File: src/rlfd_pkg.sv
// Package for the run-length fill decoder: fill command type, record phase
// codes and stream constants. No dependencies.
`timescale 1ns / 1ps
`default_nettype none

package rlfd_pkg;

  localparam logic [7:0] ESCAPE_BYTE  = 8'd255;
  localparam logic [1:0] ESCAPE_BYTES = 2'd3;
  localparam int         LEN_W        = 24;
  localparam int         ADDR_W       = 24;

  localparam logic [1:0] PHASE_LENGTH = 2'd0;
  localparam logic [1:0] PHASE_EXTEND = 2'd1;
  localparam logic [1:0] PHASE_VALUE  = 2'd2;

  // One command from the byte parser to the fill generator.
  typedef struct packed {
    logic [LEN_W-1:0] length;
    logic [7:0]       value;
    logic             last;
    logic             trunc;
  } cmd_t;

endpackage

`default_nettype wire

File: src/rlfd_ifs.sv
// Channel interfaces of the run-length fill decoder: the compressed byte
// channel and the fill command channel. No dependencies.
`timescale 1ns / 1ps
`default_nettype none

interface rlfd_byte_if;
  logic       valid;
  logic       ready;
  logic [7:0] byte_in;
  logic       last_byte;

  modport source (output valid, output byte_in, output last_byte, input ready);
  modport sink   (input valid, input byte_in, input last_byte, output ready);
endinterface

interface rlfd_fill_if;
  logic        valid;
  logic        ready;
  logic [23:0] start_address;
  logic [23:0] run_length;
  logic [7:0]  fill_value;
  logic        overrun;
  logic        truncated;
  logic        stream_done;

  modport source (output valid, output start_address, output run_length,
                  output fill_value, output overrun, output truncated,
                  output stream_done, input ready);
  modport sink   (input valid, input start_address, input run_length,
                  input fill_value, input overrun, input truncated,
                  input stream_done, output ready);
endinterface

`default_nettype wire

File: src/rlfd_front.sv
// Byte parser of the run-length fill decoder: tracks the record phase and
// builds run lengths, pushing one command per finished record or stream end.
// Depends on rlfd_pkg.
`timescale 1ns / 1ps
`default_nettype none

module rlfd_front (
  input  wire logic           clk,
  input  wire logic           rst_n,
  input  wire logic           byte_valid,
  output logic                byte_ready,
  input  wire logic [7:0]     byte_in,
  input  wire logic           last_byte,
  output logic                cmd_valid,
  input  wire logic           cmd_ready,
  output rlfd_pkg::cmd_t      cmd
);

  logic [1:0]                 phase_r, phase_nxt;
  logic [1:0]                 ext_cnt_r, ext_cnt_nxt;
  logic [rlfd_pkg::LEN_W-1:0] acc_r, acc_nxt;
  logic                       take;
  logic                       in_value;

  assign byte_ready = cmd_ready;
  assign take       = byte_valid && byte_ready;
  assign in_value   = (phase_r == rlfd_pkg::PHASE_VALUE);

  // A command leaves on the value byte, or on a last byte that ends a record early.
  assign cmd_valid  = byte_valid && (in_value || last_byte);
  assign cmd.length = acc_r;
  assign cmd.value  = byte_in;
  assign cmd.last   = last_byte;
  assign cmd.trunc  = last_byte && !in_value;

  always_comb begin
    phase_nxt   = phase_r;
    ext_cnt_nxt = ext_cnt_r;
    acc_nxt     = acc_r;
    unique case (phase_r)
      rlfd_pkg::PHASE_EXTEND: begin
        acc_nxt     = {acc_r[rlfd_pkg::LEN_W-9:0], byte_in};
        ext_cnt_nxt = ext_cnt_r + 2'd1;
        if (ext_cnt_nxt >= rlfd_pkg::ESCAPE_BYTES) begin
          phase_nxt = rlfd_pkg::PHASE_VALUE;
        end
      end
      rlfd_pkg::PHASE_VALUE: begin
        phase_nxt   = rlfd_pkg::PHASE_LENGTH;
        ext_cnt_nxt = 2'd0;
        acc_nxt     = '0;
      end
      default: begin
        if (byte_in < rlfd_pkg::ESCAPE_BYTE) begin
          acc_nxt   = rlfd_pkg::LEN_W'(byte_in);
          phase_nxt = rlfd_pkg::PHASE_VALUE;
        end else begin
          acc_nxt     = '0;
          ext_cnt_nxt = 2'd0;
          phase_nxt   = rlfd_pkg::PHASE_EXTEND;
        end
      end
    endcase
    if (last_byte) begin
      phase_nxt   = rlfd_pkg::PHASE_LENGTH;
      ext_cnt_nxt = 2'd0;
      acc_nxt     = '0;
    end
  end

  always_ff @(posedge clk) begin
    if (!rst_n) begin
      phase_r   <= rlfd_pkg::PHASE_LENGTH;
      ext_cnt_r <= 2'd0;
      acc_r     <= '0;
    end else if (take) begin
      phase_r   <= phase_nxt;
      ext_cnt_r <= ext_cnt_nxt;
      acc_r     <= acc_nxt;
    end
  end

endmodule

`default_nettype wire

File: src/rlfd_cmd_fifo.sv
// Two-entry command queue between the byte parser and the fill generator.
// Depends on rlfd_pkg.
`timescale 1ns / 1ps
`default_nettype none

module rlfd_cmd_fifo (
  input  wire logic           clk,
  input  wire logic           rst_n,
  input  wire logic           push_valid,
  output logic                push_ready,
  input  wire rlfd_pkg::cmd_t push_cmd,
  output logic                pop_valid,
  input  wire logic           pop_ready,
  output rlfd_pkg::cmd_t      pop_cmd
);

  rlfd_pkg::cmd_t mem_r [2];
  logic           wr_ptr_r;
  logic           rd_ptr_r;
  logic [1:0]     count_r, count_nxt;
  logic           push, pop;

  assign push_ready = (count_r != 2'd2);
  assign pop_valid  = (count_r != 2'd0);
  assign push       = push_valid && push_ready;
  assign pop        = pop_valid && pop_ready;
  assign pop_cmd    = mem_r[rd_ptr_r];

  always_comb begin
    count_nxt = count_r;
    if (push && !pop) begin
      count_nxt = count_r + 2'd1;
    end else if (pop && !push) begin
      count_nxt = count_r - 2'd1;
    end
  end

  always_ff @(posedge clk) begin
    if (push) begin
      mem_r[wr_ptr_r] <= push_cmd;
    end
  end

  always_ff @(posedge clk) begin
    if (!rst_n) begin
      wr_ptr_r <= 1'b0;
      rd_ptr_r <= 1'b0;
      count_r  <= 2'd0;
    end else begin
      if (push) begin
        wr_ptr_r <= ~wr_ptr_r;
      end
      if (pop) begin
        rd_ptr_r <= ~rd_ptr_r;
      end
      count_r <= count_nxt;
    end
  end

endmodule

`default_nettype wire

File: src/rlfd_back.sv
// Fill generator of the run-length fill decoder: keeps the write pointer and
// the room left in the store, clips runs and registers each fill command.
// Depends on rlfd_pkg.
`timescale 1ns / 1ps
`default_nettype none

module rlfd_back #(
  parameter int unsigned STORE_BYTES = 16777216
) (
  input  wire logic                         clk,
  input  wire logic                         rst_n,
  input  wire logic                         cmd_valid,
  output logic                              cmd_ready,
  input  wire rlfd_pkg::cmd_t               cmd,
  output logic                              out_valid,
  input  wire logic                         out_ready,
  output logic [rlfd_pkg::ADDR_W-1:0]       start_address,
  output logic [rlfd_pkg::LEN_W-1:0]        run_length,
  output logic [7:0]                        fill_value,
  output logic                              overrun,
  output logic                              truncated,
  output logic                              stream_done
);

  localparam int PTR_W = $clog2(STORE_BYTES) + 1;
  localparam int CMP_W = (PTR_W > rlfd_pkg::LEN_W) ? PTR_W : rlfd_pkg::LEN_W + 1;
  localparam logic [PTR_W-1:0] STORE_SIZE = PTR_W'(STORE_BYTES);

  logic [PTR_W-1:0]           wp_r, room_r;
  logic                       valid_r;
  logic [rlfd_pkg::ADDR_W-1:0] addr_r;
  logic [rlfd_pkg::LEN_W-1:0] run_r;
  logic [7:0]                 value_r;
  logic                       over_r, trunc_r, done_r;

  logic                       take;
  logic                       over;
  logic [rlfd_pkg::LEN_W-1:0] run;
  logic [rlfd_pkg::LEN_W-1:0] req_len;

  assign cmd_ready = !valid_r || out_ready;
  assign take      = cmd_valid && cmd_ready;

  // A truncation marker asks for no bytes, so it never clips or advances.
  assign req_len = cmd.trunc ? '0 : cmd.length;
  assign over    = CMP_W'(req_len) > CMP_W'(room_r);
  assign run     = over ? rlfd_pkg::LEN_W'(room_r) : req_len;

  always_ff @(posedge clk) begin
    if (take) begin
      addr_r  <= rlfd_pkg::ADDR_W'(wp_r);
      run_r   <= run;
      value_r <= cmd.trunc ? 8'd0 : cmd.value;
      over_r  <= over;
      trunc_r <= cmd.trunc;
      done_r  <= cmd.last;
    end
  end

  always_ff @(posedge clk) begin
    if (!rst_n) begin
      valid_r <= 1'b0;
      wp_r    <= '0;
      room_r  <= STORE_SIZE;
    end else begin
      if (take) begin
        valid_r <= 1'b1;
        if (cmd.last) begin
          wp_r   <= '0;
          room_r <= STORE_SIZE;
        end else begin
          // The run never exceeds the room, so the narrowing drops only zeros.
          wp_r   <= wp_r + PTR_W'(run);
          room_r <= room_r - PTR_W'(run);
        end
      end else if (out_ready) begin
        valid_r <= 1'b0;
      end
    end
  end

  assign out_valid     = valid_r;
  assign start_address = addr_r;
  assign run_length    = run_r;
  assign fill_value    = value_r;
  assign overrun       = over_r;
  assign truncated     = trunc_r;
  assign stream_done   = done_r;

endmodule

`default_nettype wire

File: src/run_length_fill_decoder_top.sv
// Top level of the run-length fill decoder: byte parser, command queue and
// fill generator. Depends on rlfd_pkg, rlfd_ifs, rlfd_front, rlfd_cmd_fifo
// and rlfd_back.
//
//   Channel  Dir  Payload                                        Transfer when
//   in_ch    in   byte_in[7:0], last_byte                        valid & ready
//   out_ch   out  start_address[23:0], run_length[23:0],         valid & ready
//                 fill_value[7:0], overrun, truncated, stream_done
//
// One byte is taken every cycle while the command queue has room; the parser's
// phase is registered. A fill command passes from the byte that finishes it
// through the two-entry command queue and then the output register.
// Synchronous active-low reset clears the phase, queue, pointer and output valid.
// An output stall backs up first into the queue and only then stops input.
`timescale 1ns / 1ps
`default_nettype none

module run_length_fill_decoder_top #(
  parameter int unsigned STORE_BYTES = 16777216
) (
  input  wire logic   clk,
  input  wire logic   rst_n,
  rlfd_byte_if.sink   in_ch,
  rlfd_fill_if.source out_ch
);

  logic           front_valid, front_ready;
  rlfd_pkg::cmd_t front_cmd;
  logic           back_valid, back_ready;
  rlfd_pkg::cmd_t back_cmd;

  rlfd_front u_front (
    .clk        (clk),
    .rst_n      (rst_n),
    .byte_valid (in_ch.valid),
    .byte_ready (in_ch.ready),
    .byte_in    (in_ch.byte_in),
    .last_byte  (in_ch.last_byte),
    .cmd_valid  (front_valid),
    .cmd_ready  (front_ready),
    .cmd        (front_cmd)
  );

  rlfd_cmd_fifo u_fifo (
    .clk        (clk),
    .rst_n      (rst_n),
    .push_valid (front_valid),
    .push_ready (front_ready),
    .push_cmd   (front_cmd),
    .pop_valid  (back_valid),
    .pop_ready  (back_ready),
    .pop_cmd    (back_cmd)
  );

  rlfd_back #(
    .STORE_BYTES (STORE_BYTES)
  ) u_back (
    .clk           (clk),
    .rst_n         (rst_n),
    .cmd_valid     (back_valid),
    .cmd_ready     (back_ready),
    .cmd           (back_cmd),
    .out_valid     (out_ch.valid),
    .out_ready     (out_ch.ready),
    .start_address (out_ch.start_address),
    .run_length    (out_ch.run_length),
    .fill_value    (out_ch.fill_value),
    .overrun       (out_ch.overrun),
    .truncated     (out_ch.truncated),
    .stream_done   (out_ch.stream_done)
  );

endmodule

`default_nettype wire

File: src/flat_wrapper.sv
// flat-port wrapper written by rule: the top's interface ports become plain ports
module run_length_fill_decoder_top_flat 
#(
  parameter int unsigned STORE_BYTES = 16777216
)
  (clk, rst_n, in_ch_valid, in_ch_byte_in, in_ch_last_byte, in_ch_ready, out_ch_valid, out_ch_start_address, out_ch_run_length, out_ch_fill_value, out_ch_overrun, out_ch_truncated, out_ch_stream_done, out_ch_ready);
  rlfd_byte_if in_ch_i ();
  rlfd_fill_if out_ch_i ();
  input  wire logic clk;
  input  wire logic rst_n;
  input wire logic [$bits(in_ch_i.valid)-1:0] in_ch_valid;
  input wire logic [$bits(in_ch_i.byte_in)-1:0] in_ch_byte_in;
  input wire logic [$bits(in_ch_i.last_byte)-1:0] in_ch_last_byte;
  output wire logic [$bits(in_ch_i.ready)-1:0] in_ch_ready;
  output wire logic [$bits(out_ch_i.valid)-1:0] out_ch_valid;
  output wire logic [$bits(out_ch_i.start_address)-1:0] out_ch_start_address;
  output wire logic [$bits(out_ch_i.run_length)-1:0] out_ch_run_length;
  output wire logic [$bits(out_ch_i.fill_value)-1:0] out_ch_fill_value;
  output wire logic [$bits(out_ch_i.overrun)-1:0] out_ch_overrun;
  output wire logic [$bits(out_ch_i.truncated)-1:0] out_ch_truncated;
  output wire logic [$bits(out_ch_i.stream_done)-1:0] out_ch_stream_done;
  input wire logic [$bits(out_ch_i.ready)-1:0] out_ch_ready;
  assign in_ch_i.valid = in_ch_valid;
  assign in_ch_i.byte_in = in_ch_byte_in;
  assign in_ch_i.last_byte = in_ch_last_byte;
  assign in_ch_ready = in_ch_i.ready;
  assign out_ch_valid = out_ch_i.valid;
  assign out_ch_start_address = out_ch_i.start_address;
  assign out_ch_run_length = out_ch_i.run_length;
  assign out_ch_fill_value = out_ch_i.fill_value;
  assign out_ch_overrun = out_ch_i.overrun;
  assign out_ch_truncated = out_ch_i.truncated;
  assign out_ch_stream_done = out_ch_i.stream_done;
  assign out_ch_i.ready = out_ch_ready;
  run_length_fill_decoder_top #(.STORE_BYTES(STORE_BYTES)) u_core (.clk(clk), .rst_n(rst_n), .in_ch(in_ch_i), .out_ch(out_ch_i));
endmodule
File: config.mk
export PLATFORM = sky130hd
export DESIGN_NAME = run_length_fill_decoder_top_flat
export DESIGN_NICKNAME = d
export VERILOG_FILES = /design/src/rlfd_pkg.sv /design/src/rlfd_ifs.sv /design/src/rlfd_front.sv /design/src/rlfd_cmd_fifo.sv /design/src/rlfd_back.sv /design/src/run_length_fill_decoder_top.sv /design/src/flat_wrapper.sv
export SDC_FILE = /design/constraint.sdc
export NUM_CORES = 1
export LEC_CHECK = 0
export BUFFER_PORTS_ARGS = -buffer_cell sky130_fd_sc_hd__buf_2
export CORE_ASPECT_RATIO = 0.75
export CORE_MARGIN = 2
export CORE_UTILIZATION = 45
export CTS_CLUSTER_DIAMETER = 60
export DETAILED_ROUTE_END_ITERATION = 10
export PLACE_DENSITY = 0.7
export SETUP_SLACK_MARGIN = 0.05
export SLEW_MARGIN = 40
export SYNTH_ARGS = -nofsm -noshare
export SYNTH_HDL_FRONTEND = slang
export SYNTH_HIERARCHICAL = 1
export SYNTH_SLANG_ARGS = --single-unit
File: constraint.sdc
create_clock -name clk -period 12.17 [get_ports clk]
set_input_delay 1.217 -clock clk [delete_from_list [all_inputs] [get_ports clk]]
set_output_delay 1.217 -clock clk [all_outputs]
set_load 0.05 [all_outputs]
==> flow_summary_export.csv <==
group,metric,value,unit
grt,use_met3,4.02,%
logic_synthesis,syn-num-nets,1287,
logic_synthesis,yosysWarnings,6,
sta,slew_viol_final,0,
worst_setup_path,crit_required,12610,ps
clock_tree,worstSkewPairLatency,530,ps
route,vias,9464,
route,wl,30300,µm
logic_synthesis,synth-compound-area-share,20.0,%
placement,dp_cells,1572,
power,p_leak,0.00526,µW
run,maxCapViolations,0,
logic_synthesis,synth_area,11900,µm²
floorplanning,io-pin-count,74,
sta,fmaxAchievable,132,MHz
logic_synthesis,synthDistinctLibCells,81,
worst_setup_path,max_stage_delay,620,ps
logic_synthesis,synthMuxAreaShare,4.13,%
clock_tree,clockBufferDepth,3,
clock_tree,cts-root-buf,"clkbuf_16",
grt,grt_max_degree,66,
route,via_per_inst,5.86,
floorplanning,initial_core_util,45.9,%
sta,timing.final.crit_period,7580,ps
sta,relSlewSlack,52.0,%
hold_path,hp-class,"reg -> reg",
floorplanning,dieArea,27900,µm²
route,drtPass1Iterations,6,
sta,clock_skew,31.3,ps
sta,grt_setup_unrepaired,"false",
floorplanning,die_w,192,µm
cells_and_area,instances_no_fill,1616,
clock_tree,cts.clk_slew.worst_paths,70,ps
logic_synthesis,synth_cells,1215,
route,final_antenna_net_count,0,
sta,worstMarginPinSlew,719,ps
logic_synthesis,synth_simple_gate_area_share,15.6,%
clock_tree,postCtsHoldBufs,0,
power,power_density,292,nW/µm²
sta,fin_setup_tns,0,ps
clock_tree,clock-sinks,210,
logic_synthesis,ys_ff_latch,210,
worst_setup_path,worstPathMaxFanout,34,
clock_tree,cts_resized,0,
grt,antenna_found_initial,0,
clock_tree,cts_setup_buffers,0,
route,drc,0,
clock_tree,cts_buffers,24,
floorplanning,core,26000,µm²
route,avgRoutedWirePerCell,18.7,µm
route,drt_iter0_drc,942,
clock_tree,htree_levels,1,
run_status,outcome,"finished, final reports clean",
logic_synthesis,syn_avg_cell_area,9.83,µm²
floorplanning,die_y,145,µm
cells_and_area,areaGrowthSynthToFinish,11.6,%
worst_setup_path,slowest_stage,"mux2_2",
cells_and_area,fin_nets,1326,
cells_and_area,n_antenna_cell,0,
logic_synthesis,yosys.area_share.xor_xnor,2.71,%
placement,gp_congestion,0.909,
clock_tree,cts_tree,"yes",
grt,grt-ovfl-total,0,
grt,met1_usage,32.1,%
placement,hpwl,20800,µm
grt,use_met2,32.1,%
worst_setup_path,worstSetupPathType,"reg -> reg",
power,vdd_drop_max,190,µV
grt,busiest_layer,"met2",
logic_synthesis,synth_flop_cell,"edfxtp_1",
logic_synthesis,synth-edff-count,127,
worst_setup_path,cp-end-kind,"register",
sta,setup_violations,0,
grt,grt_pass1_wl,47900,µm
logic_synthesis,yosysSeqAreaShare,45.8,%
grt,grt_pass1_vias,8784,
grt,gr-usage-all-layers,21.6,%
worst_setup_path,cp.arrival,8020,ps
logic_synthesis,yosys.area_share.adder,6.60,%
logic_synthesis,synth_top_family_by_area,"compound AO/OA/AOI/OAI gates",
sta,post-route-period-util,62.3,%
sta,hold_viol,0,
placement,io_buffers,73,
cells_and_area,drive_gt1_share,14.2,%
worst_setup_path,start_kind,"register",
floorplanning,std_cell_rows,51,
logic_synthesis,ys_async_sr_fraction,0,%
-- per-stage QoR --
step / setup slack, ps / util [%] / power [µW] / area (µm²) / hold WS (ps)
floorplan: 3930 / - / 2650 / 11900 / 406
global placement: 5100 / 48.0 / 3100 / 12500 / 436
global route: 3800 / 51.2 / 4150 / 13300 / 471
CTS: 4710 / 51.2 / 3880 / 13300 / 458
detailed placement: 4780 / 48.0 / 3120 / 12500 / 443
finish: 4590 / 51.2 / 3890 / 13300 / 457
-- layout by cell type (no fill, tap or decap), types with 7 or more instances in the layout --
cell type / synthesis / final
ha_1: 59 / 59
a22o_1: 12 / 12
a21oi_1: 63 / 63
xnor2_1: 26 / 26
and2_1: 14 / 14
nand2_1: 81 / 80
a211oi_1: 9 / 9
nand4_1: 10 / 10
o211ai_1: 17 / 17
nor2_1: 94 / 93
mux2_2: 34 / 34
clkbuf_16: 0 / 25
a22oi_1: 21 / 21
mux2i_1: 11 / 11
xor2_1: 11 / 11
buf_2: 3 / 73
edfxtp_1: 127 / 127
o21a_1: 12 / 12
inv_1: 65 / 65
nand2b_1: 29 / 29
and3_1: 8 / 8
o21ai_1: 7 / 7
nand3b_1: 8 / 8
a21o_1: 27 / 27
nor3_1: 19 / 19
a32oi_1: 17 / 17
dfxtp_1: 83 / 83
buf_4: 15 / 12
nand3_1: 19 / 19
o21ai_0: 88 / 88
nor2b_1: 51 / 51
-- layer usage --
layer	share of wire [%]	up-vias	wire, µm
met4	2.4	0	728
met2	43	362	13000
met3	7.0	56	2130
li1	-	4536	-
met5	0	-	0
met1	48	4510	14400
-- registers in the layout, indices dropped and copies added, names as in the netlist, 2 cells and up, named ones only --
name and count:
u_core/u_back/wp_r 24, u_core/u_front/phase_r 2, u_core/u_back/start_address 24, u_core/u_front/ext_cnt_r 2
u_core/u_front/acc_r 24, u_core/u_back/room_r 25, u_core/u_fifo/mem_r 68, u_core/u_fifo/count_r 2
u_core/u_back/run_length 24, u_core/u_back/fill_value 8
-- Yosys cell counts, types with 11 or more instances --
master / instances / area, µm²
nand2_1: 81 / 304
nor2_1: 94 / 353
nand3_1: 19 / 95.1
and2_1: 14 / 87.6
edfxtp_1: 127 / 3810
a22oi_1: 21 / 158
xor2_1: 11 / 96.3
a21oi_1: 63 / 315
inv_1: 65 / 244
o21a_1: 12 / 90.1
nand2b_1: 29 / 181
nor2b_1: 51 / 319
o211ai_1: 17 / 128
ha_1: 59 / 738
nor3_1: 19 / 95.1
dfxtp_1: 83 / 1660
xnor2_1: 26 / 228
a21o_1: 27 / 203
a32oi_1: 17 / 149
mux2_2: 34 / 383
o21ai_0: 88 / 440
buf_4: 15 / 113
a22o_1: 12 / 105
clkbuf_1: 48 / 180
mux2i_1: 11 / 110
-- critical path, delay by kind of cell (launching register included) --
kind	cells	cell delay, ps
AND/OR/NAND/NOR	8	1240
adder cells (fa/ha/maj)	3	890
AO/OA/AOI/OAI	9	2990
flip-flops	1	310
multiplexers	2	860
buffers and inverters	5	1160
-- area by class of cell --
class / instances / area, µm²
inverter: 70 / 264
clock buffer: 29 / 661
timing repair buffer: 86 / 467
fill: 2382 / 12700
tap: 344 / 430
sequential: 210 / 5480
clock inverter: 15 / 164
multi-input combinational: 862 / 5870
-- path summary, 6_finish.rpt --
kind	cells after the start	end	slack [ps]	from
worst max-delay path	27	u_core/u_back/room_r[24]$_SDFFE_PN1P_	4590	register
worst min-delay path	0	u_core/u_fifo/mem_r[0][29]$_DFFE_PP_	460	u_core/u_front/acc_r[19]$_SDFFE_PN0P_
worst max register to register	27	u_core/u_back/room_r[24]$_SDFFE_PN1P_	4590	register
worst min register to register	0	u_core/u_fifo/mem_r[0][29]$_DFFE_PP_	460	u_core/u_front/acc_r[19]$_SDFFE_PN0P_
-- logic make-up (layout without fill, tap and decap cells) --
kind of cell               after synthesis  after routing
AOI/OAI and AO/OA                      350            350
xor gates and xnor gates                37             37
adders and majority gates               64             64
buffers and inverters                  143            200
DFF                                    210            210
muxes                                   45             45
and+or+nand+nor                        366            366
-- report_power, final --
part	leakage, µW	internal, µW	switching, µW	total [µW]
registers	0.00190	954	104	1060
logic	0.00296	707	1390	2100
clock network	0.000399	435	302	737
total	0.00526	2100	1800	3890
Note: power is estimated with default switching activity, not from simulation.
